**src/rtl/hbdt_pkg.sv**
```systemverilog
// Package for the H-bridge direction controller with dead time.
// Holds mode, phase and command codes, word structs and defaults; no dependencies.
`default_nettype none

package hbdt_pkg;

    // register and counter defaults
    localparam int          CFG_WIDTH         = 16;
    localparam int          COUNT_WIDTH_DEF   = 16;
    localparam logic [15:0] DEAD_TIME_RST     = 16'd100;

    // item opcodes
    typedef enum logic {
        OP_EVAL = 1'b0,
        OP_TICK = 1'b1
    } t_op;

    // motor modes
    typedef enum logic [1:0] {
        MODE_IDLE = 2'd0,
        MODE_STOP = 2'd1,
        MODE_FWD  = 2'd2,
        MODE_REV  = 2'd3
    } t_mode;

    // dead-time phases
    typedef enum logic [1:0] {
        PH_IDLE  = 2'd0,
        PH_START = 2'd1,
        PH_RUN   = 2'd2,
        PH_DONE  = 2'd3
    } t_phase;

    // bridge commands
    typedef enum logic [1:0] {
        ACT_NONE = 2'd0,
        ACT_STOP = 2'd1,
        ACT_FWD  = 2'd2,
        ACT_REV  = 2'd3
    } t_action;

    // input word
    typedef struct packed {
        logic       op;
        logic [1:0] wanted_mode;
    } t_in_word;

    // result word
    typedef struct packed {
        logic [1:0] bridge_action;
        logic [1:0] present_mode;
        logic [1:0] dead_phase;
    } t_out_word;

endpackage

`default_nettype wire

```
**src/rtl/hbdt_ctrl.sv**
```systemverilog
// Mode and dead-time state machine with the millisecond down-counter.
// Depends on hbdt_pkg; state advances once per enabled word.
`default_nettype none

module hbdt_ctrl
    import hbdt_pkg::*;
#(
    parameter int COUNT_WIDTH = COUNT_WIDTH_DEF
) (
    input  wire logic                 i_clk,
    input  wire logic                 i_rst_n,
    input  wire logic                 i_en,
    input  wire t_in_word             i_word,
    input  wire logic [CFG_WIDTH-1:0] i_dead_time,
    output t_out_word                 o_word
);

    localparam int LW = (COUNT_WIDTH > CFG_WIDTH) ? COUNT_WIDTH : CFG_WIDTH;
    localparam logic [LW-1:0] CNT_MAX_EXT = LW'({COUNT_WIDTH{1'b1}});

    t_mode                  r_mode,  n_mode;
    t_phase                 r_phase, n_phase;
    logic [COUNT_WIDTH-1:0] r_rem,   n_rem;
    logic                   r_exp,   n_exp;

    t_action                act;
    t_mode                  want;
    t_phase                 ph_a;
    logic [COUNT_WIDTH-1:0] rem_a;
    logic                   exp_a;
    logic [LW-1:0]          dt_ext;
    logic [COUNT_WIDTH-1:0] load_val;

    // dead time saturated to the counter range
    assign dt_ext   = LW'(i_dead_time);
    assign load_val = (dt_ext > CNT_MAX_EXT) ? {COUNT_WIDTH{1'b1}}
                                             : dt_ext[COUNT_WIDTH-1:0];
    assign want     = t_mode'(i_word.wanted_mode);

    // state registers
    always_ff @(posedge i_clk) begin
        if (!i_rst_n) begin
            r_mode  <= MODE_IDLE;
            r_phase <= PH_IDLE;
            r_rem   <= '0;
            r_exp   <= 1'b0;
        end else if (i_en) begin
            r_mode  <= n_mode;
            r_phase <= n_phase;
            r_rem   <= n_rem;
            r_exp   <= n_exp;
        end
    end

    // dead-time advance as seen from the stop mode
    always_comb begin
        ph_a  = r_phase;
        rem_a = r_rem;
        exp_a = r_exp;
        if (r_phase == PH_IDLE || r_phase == PH_START) begin
            ph_a  = PH_RUN;
            rem_a = load_val;
            exp_a = (load_val == '0);
        end
        if (ph_a == PH_RUN && exp_a) begin
            ph_a  = PH_DONE;
            rem_a = '0;
            exp_a = 1'b0;
        end
    end

    // next state and command
    always_comb begin
        n_mode  = r_mode;
        n_phase = r_phase;
        n_rem   = r_rem;
        n_exp   = r_exp;
        act     = ACT_NONE;
        if (t_op'(i_word.op) == OP_TICK) begin
            if (r_rem != '0) begin
                n_rem = r_rem - COUNT_WIDTH'(1);
                n_exp = (r_rem == COUNT_WIDTH'(1));
            end
        end else begin
            unique case (r_mode)
                MODE_IDLE: begin
                    if (want != MODE_IDLE) begin
                        act     = ACT_STOP;
                        n_mode  = MODE_STOP;
                        n_phase = PH_START;
                    end
                end
                MODE_STOP: begin
                    n_phase = ph_a;
                    n_rem   = rem_a;
                    n_exp   = exp_a;
                    if (want == MODE_IDLE) begin
                        act    = ACT_STOP;
                        n_mode = MODE_IDLE;
                    end else if ((want == MODE_FWD || want == MODE_REV)
                                 && ph_a == PH_DONE) begin
                        act    = t_action'(want);
                        n_mode = want;
                    end
                end
                MODE_FWD, MODE_REV: begin
                    if (want != r_mode) begin
                        act     = ACT_STOP;
                        n_mode  = (want == MODE_IDLE) ? MODE_IDLE : MODE_STOP;
                        n_phase = PH_START;
                    end
                end
                default: begin
                    n_mode = r_mode;
                end
            endcase
        end
    end

    // result for this word
    assign o_word.bridge_action = act;
    assign o_word.present_mode  = n_mode;
    assign o_word.dead_phase    = n_phase;

endmodule

`default_nettype wire

```
**src/rtl/hbridge_direction_deadtime_fsm.sv**
```systemverilog
// Top level of the H-bridge direction controller with dead time.
// Depends on hbdt_pkg and hbdt_ctrl; holds the input and result registers.
//
//  channel | dir | handshake             | word
//  --------+-----+-----------------------+-----------------------------------
//  in      | in  | i_in_valid/o_in_stall | t_in_word: op, wanted_mode
//  out     | out | o_out_valid/i_out_stall| t_out_word: action, mode, phase
//  cfg     | in  | i_cfg_valid/o_cfg_ready| dead_time_ms, 16 bit
//
// One word per cycle while the result is not stalled; each word passes the input register, then the result register.
// The state update happens as a word moves from the input to the result register.
// Reset: mode idle, phase idle, counter zero, expiry clear, dead time 100 ticks.
// A stalled result holds; the input register still fills behind it, then stalls.
`default_nettype none

module hbridge_direction_deadtime_fsm
    import hbdt_pkg::*;
#(
    parameter int COUNT_WIDTH = COUNT_WIDTH_DEF
) (
    input  wire logic                 i_clk,
    input  wire logic                 i_rst_n,
    input  wire logic                 i_in_valid,
    output logic                      o_in_stall,
    input  wire t_in_word             i_in_word,
    output logic                      o_out_valid,
    input  wire logic                 i_out_stall,
    output t_out_word                 o_out_word,
    input  wire logic                 i_cfg_valid,
    output logic                      o_cfg_ready,
    input  wire logic [CFG_WIDTH-1:0] i_cfg_data
);

    logic                 r_in_valid;
    t_in_word             r_in_word;
    logic                 r_out_valid;
    t_out_word            r_out_word;
    logic [CFG_WIDTH-1:0] r_dead_time;
    logic                 adv;
    logic                 step;
    t_out_word            res_word;

    // pipeline advance
    assign adv        = !r_out_valid || !i_out_stall;
    assign step       = adv && r_in_valid;
    assign o_in_stall = r_in_valid && !adv;

    // configuration register
    assign o_cfg_ready = 1'b1;
    always_ff @(posedge i_clk) begin
        if (!i_rst_n) begin
            r_dead_time <= DEAD_TIME_RST;
        end else if (i_cfg_valid && o_cfg_ready) begin
            r_dead_time <= i_cfg_data;
        end
    end

    // input register
    always_ff @(posedge i_clk) begin
        if (!i_rst_n) begin
            r_in_valid <= 1'b0;
        end else if (!o_in_stall) begin
            r_in_valid <= i_in_valid;
        end
    end

    always_ff @(posedge i_clk) begin
        if (!o_in_stall && i_in_valid) begin
            r_in_word <= i_in_word;
        end
    end

    // state machine
    hbdt_ctrl #(
        .COUNT_WIDTH(COUNT_WIDTH)
    ) u_ctrl (
        .i_clk      (i_clk),
        .i_rst_n    (i_rst_n),
        .i_en       (step),
        .i_word     (r_in_word),
        .i_dead_time(r_dead_time),
        .o_word     (res_word)
    );

    // result register
    always_ff @(posedge i_clk) begin
        if (!i_rst_n) begin
            r_out_valid <= 1'b0;
        end else if (adv) begin
            r_out_valid <= r_in_valid;
        end
    end

    always_ff @(posedge i_clk) begin
        if (step) begin
            r_out_word <= res_word;
        end
    end

    assign o_out_valid = r_out_valid;
    assign o_out_word  = r_out_word;

endmodule

`default_nettype wire

```
**config.mk**
```make
export PLATFORM = sky130hd
export DESIGN_NAME = hbridge_direction_deadtime_fsm
export DESIGN_NICKNAME = d
export VERILOG_FILES = /design/src/rtl/hbdt_pkg.sv /design/src/rtl/hbdt_ctrl.sv /design/src/rtl/hbridge_direction_deadtime_fsm.sv
export SDC_FILE = /design/constraint.sdc
export NUM_CORES = 1
export LEC_CHECK = 0
export BUFFER_PORTS_ARGS = -buffer_cell sky130_fd_sc_hd__buf_2
export CAP_MARGIN = 10
export CORE_AREA = 8 8 114 74
export CTS_CLUSTER_DIAMETER = 100
export CTS_CLUSTER_SIZE = 16
export DETAILED_ROUTE_END_ITERATION = 16
export DIE_AREA = 0 0 122 82
export GPL_TIMING_DRIVEN = 1
export HOLD_SLACK_MARGIN = 0.03
export SYNTH_ARGS = -nofsm -noshare
export SYNTH_HDL_FRONTEND = slang
export SYNTH_SLANG_ARGS = --single-unit
```
**constraint.sdc**
```tcl
create_clock -name i_clk -period 2 [get_ports i_clk]
set_input_delay 0.1 -clock i_clk [delete_from_list [all_inputs] [get_ports i_clk]]
set_output_delay 0.1 -clock i_clk [all_outputs]
set_load 0.005 [all_outputs]
```
Yosys cells after proc, flatten, opt, wreduce, memory -nomap -nowiden:

Cells that the tools add are included.

* bits in registers: 48
* output and inout port bits: 9
* logic and storage cells: 77

* add/sub/neg operators: 1
* magnitude comparators: 1
* equality and inequality tests: 11
* mux-type cells: 29
* reduce and logical (&&, ||, !) cells: 23

Operators with widths (number)
* $mux W16: 6
* $mux W2: 12
* $pmux W2 S3: 3
* $eq A16 B1 Y1 const B: 1
* $gt A16 B16 Y1 const B: 1
* $logic_not A16 Y1: 1
* $reduce_bool A16 Y1: 1
* $sub A16 B1 Y16 const B: 1
* $eq A2 B2 Y1 const B: 6
* $mux W1: 8
* $logic_not A2 Y1: 3
* $logic_and A1 B1 Y1: 5
* $eq A2 B1 Y1 const B: 2
* $logic_not A1 Y1: 4
* $reduce_and A4 Y1: 1
* $reduce_bool A2 Y1: 2
* $logic_or A1 B1 Y1: 3
* $reduce_and A3 Y1: 1
* $reduce_bool A3 Y1: 1
* $ne A2 B1 Y1 const B: 1
* $ne A2 B2 Y1: 1
* $reduce_or A2 Y1: 1

Depth between registers and ports, before layout:

* depth in word-level cells: 12
* mapped depth: 8
* mapped depth without buffers: 6

Modules after synthesis:

A second synthesis with hierarchy kept.

* cell total of the unflattened synthesis: 275
* area, all modules: 2467.4 um^2

Modules (own cells, without submodules)
* hbdt_ctrl: instances 1, cells each 205, area an instance 1497.7 um^2
* hbridge_direction_deadtime_fsm: instances 1, cells each 70, area an instance 969.7 um^2

Worst setup path after synthesis:

Ideal clock, no wire load.

* path kind: register to register
* from: register u_ctrl.r_rem[0]
* to: register u_ctrl.r_rem[12]
* arrival: 1.878 ns
* required time: 1.930 ns
* slack: 0.052 ns
* cell stages (with the launch flop): 9
* clock period less this slack: 1.948 ns
* cell sequence: dfxtp_1 -> inv_1 -> ha_1 -> clkbuf_1 -> and4b_4 -> a221o_1 -> buf_6 -> or3b_1 -> a21oi_1

* longest elaborated chain between the ends: 3
* elaborated cells on any way between the ends: 6

RTL lines
* start, declared: line hbdt_ctrl.sv:23 `logic [COUNT_WIDTH-1:0] r_rem, n_rem;`
* start signal, assigned: line hbdt_ctrl.sv:50 `r_rem <= n_rem;`
* $sub A16 B1 Y16 or $reduce_bool A16 Y1 (tied branches): line hbdt_ctrl.sv:81, hbdt_ctrl.sv:80
* $mux W16 or $ne A2 B1 Y1 (tied branches)
* $mux W16 or $reduce_and A4 Y1 (tied branches)

Several ways; a longest one is shown, not always the timed one. The select of a mux whose other input is x is not followed.
A chain may end at the register's enable or synchronous reset.

Worst setup path in the final report:

* from: register u_ctrl.r_rem[6]
* to: register u_ctrl.r_rem[1]

* longest elaborated chain between the ends: 3

RTL lines
* $reduce_bool A16 Y1: line hbdt_ctrl.sv:80 `if (r_rem != '0) begin`
* $ne A2 B1 Y1 (no source line)
* $reduce_and A4 Y1 (no source line)

Every way passes these cells.

==> run metrics <==
outcome=complete, no violations; Leak=1.237 nW; Post-Route Skew=0.008877 ns; Period minus WS final=1.936 ns; Power Density=736.7 nW/µm²; commonest non-fill, non-tap cell in the layout=dfxtp_1; gpl congestion=approximately 0.94; worst skew pair latency=0.31 ns; largest net degree at the start of global routing=35; initial core utilization=a little over a third; I/O Buffers=31; main area contributors after synthesis=dfxtp_1 (31%), edfxtp_1 (11%), mux2i_1 (6.4%); CTS clk-pin slew, worst paths=~0.080 ns; total core area=6877 µm²; Cell variety after synth=56; Worst Path Class, Setup=flip-flop to flip-flop; CP cell instances=nor4_2, nand4b_1, o221ai_2, buf_12, a221oi_1, a211oi_1; Worst path max stage delay=approximately 0.46 ns; Clock Root Buffer=clkbuf_8; Nets=357; DR vias/cell=5.492; Yosys warning total=0; RSZ-0062 raised after global routing=false; first-pass GRT wire length=around 11 mm; total power=2.222 mW; Longest Clk Path Bufs=2; dpl hpwl=approximately 4.8 mm; TritonCTS clock tree=done; max frequency=roughly 520 MHz; Most Crowded Layer GR=met1; Layout area overhead=20.31%; row count=24; Residual DRC=0; Critical Path End Type=flip-flop; WL/cell=16.22 µm; die area=10000 µm²; Setup TNS=0 ns; VDD IR max=249.3 µV; Worst Setup Start Kind=flip-flop; slowest cell on the critical path=nor4_2; Worst Hold Class=primary input to flip-flop; commonest non-fill, non-tap cells in the layout=dfxtp_1 (38), nor2_1 (36), buf_2 (31); Buf/Inv on CP=1; via count=2323; Ports=33; Post-synth EDFFs=9; die width=122 µm; Antenna Nets Post-Route=0; sequential fraction of the synthesis area=41.92%; gr ovfl total=0; antenna cells=0; Num CTS Buffers=5; H-tree levels=2; actual slew at the worst max-slew pin=about 0.66 ns; Routed WL=6.860 mm; CP required=2.21 ns; Critical Path Fanout Max=15; asr flop ratio synth=0%; Mapped Cells=between 200 and 300; share of the synthesized area in the top cell type=between 30 and 40%; final hold viol count=0; CP arrival=~2.2 ns; crit-path leading delay family=simple AND/OR/NAND/NOR gates; Post-Syn Area=~2500 µm²; period utilisation layout=96.79%; Final Max Slew Viols=0; fillers=682; syn avg cell area=8.737 µm²; GR Layer Usage met2=19.66%; Yosys reg bits=48; CTS sink count=48; drt initial violations=203; Synthesized Nets=313; Total GRT Usage=14.32%; antenna violations before repair=0; layout cells sized above 1=20.48%; Rel. slew slack=55.78%; GR Util met3=around 3.7%; met1 GRT Util=20.61%; ys flop type=dfxtp_1; largest area contributor in the netlist=dfxtp_1; Max Cap Violations=0; vias in the first global route=between 2k and 2.5k; DRT Pass-1 Iters=4; final setup vio count=0; Die Span Y=82 µm
layout make-up:
| cell class | instances | area (µm²) | share of cell area (%) |
|---|---|---|---|
| Clock buffer | 8 | 90.09 | 2.986 |
| Sequential cell | 48 | 1052 | 34.88 |
| Timing Repair Buffer | 59 | 406.6 | 13.48 |
| Tap cell | 91 | 113.9 | 3.774 |
| Inverter | 12 | 45.04 | 1.493 |
| Multi-Input combinational cell | 205 | 1309 | 43.38 |
power by group:
| group | leakage [nW] | switching (mW) | total [mW] | internal [mW] |
|---|---|---|---|---|
| clock | 0.0455 | 0.313 | 0.596 | 0.282 |
| sequential | 0.407 | 0.0549 | 1.10 | 1.04 |
| combinational | 0.785 | 0.280 | 0.530 | 0.250 |
timing repair:
item	CTS	global route
setup endpoints to repair	0	5
buffers inserted	0	1
resized for setup	0	4
endpoints found under the hold margin	10	0
hold buffers	10	0
layer usage:
layer | routed length [µm] | vias up
li1 | - | 1133
met1 | 3438 | 1084
met2 | 2739 | 100
met3 | 625 | 6
met4 | 56 | 0
met5 | 0 | -
synth_stat cells, drive strengths merged (3+ instances only):
master  number
a211oi       5
a21oi       21
a221oi       7
a31oi        7
and3         7
buf          8
clkbuf      14
dfxtp       39
edfxtp       9
inv         10
mux2i       16
nand2       21
nand3        6
nand3b       3
nand4        3
nor2        36
nor2b        5
nor3         6
nor4         4
o21ai       12
o32ai        5
xnor2        4
worst paths after layout:
check / startpoint / endpoint / slack, ns / cells after the start
setup reg to reg: u_ctrl.r_rem[6] / u_ctrl.r_rem[1] / 0.06 / 6
hold reg to reg: r_dead_time[6] / r_dead_time[6] / 0.50 / 2
hold / removal: i_cfg_data[12] / r_dead_time[12] / 0.03 / 3
setup / recovery: u_ctrl.r_rem[6] / u_ctrl.r_rem[1] / 0.06 / 6
metrics by stage:
stage               cell area, µm²  setup WS (ns)  std cells  utilization [%]  hold WS (ns)
floorplan                     2507        0.05247        287                -        0.1989
global placement              2803         0.1148        404            40.76        0.2776
detailed placement            2803        0.06488        404            40.76        0.2811
CTS                           2993        0.01664        422            43.52       0.03102
global route                  3017        0.01380        423            43.87       0.03524
finish                        3017        0.06426        423            43.87       0.03317
flip-flops by register name, summed over array words and instances (netlist names):
name,flops
o_out_word,6
o_out_valid,1
u_ctrl.r_rem,16
u_ctrl.r_phase,2
u_ctrl.r_exp,1
r_in_word,3
r_in_valid,1
r_dead_time,16
u_ctrl.r_mode,2
tightest hold or removal path, cell delays in order:
cell and delay (ns):
buf_2 0.08, mux2i_1 0.06, nor2_1 0.07
cells by family (layout without fill, tap and decap cells):
kind of cell | count (synthesis) | in the layout | share of synthesized area (%)
buf+inv | 34 | 79 | 6.337
compound gates | 76 | 76 | 20.86
flops | 48 | 48 | 41.92
fa+ha+maj | 2 | 2 | 0.9978
mux | 17 | 17 | 6.836
other cells | 1 | 1 | 0.1496
simple gates | 104 | 104 | 21.16
xor+xnor | 5 | 5 | 1.746
(Power assumes the default switching activity.)
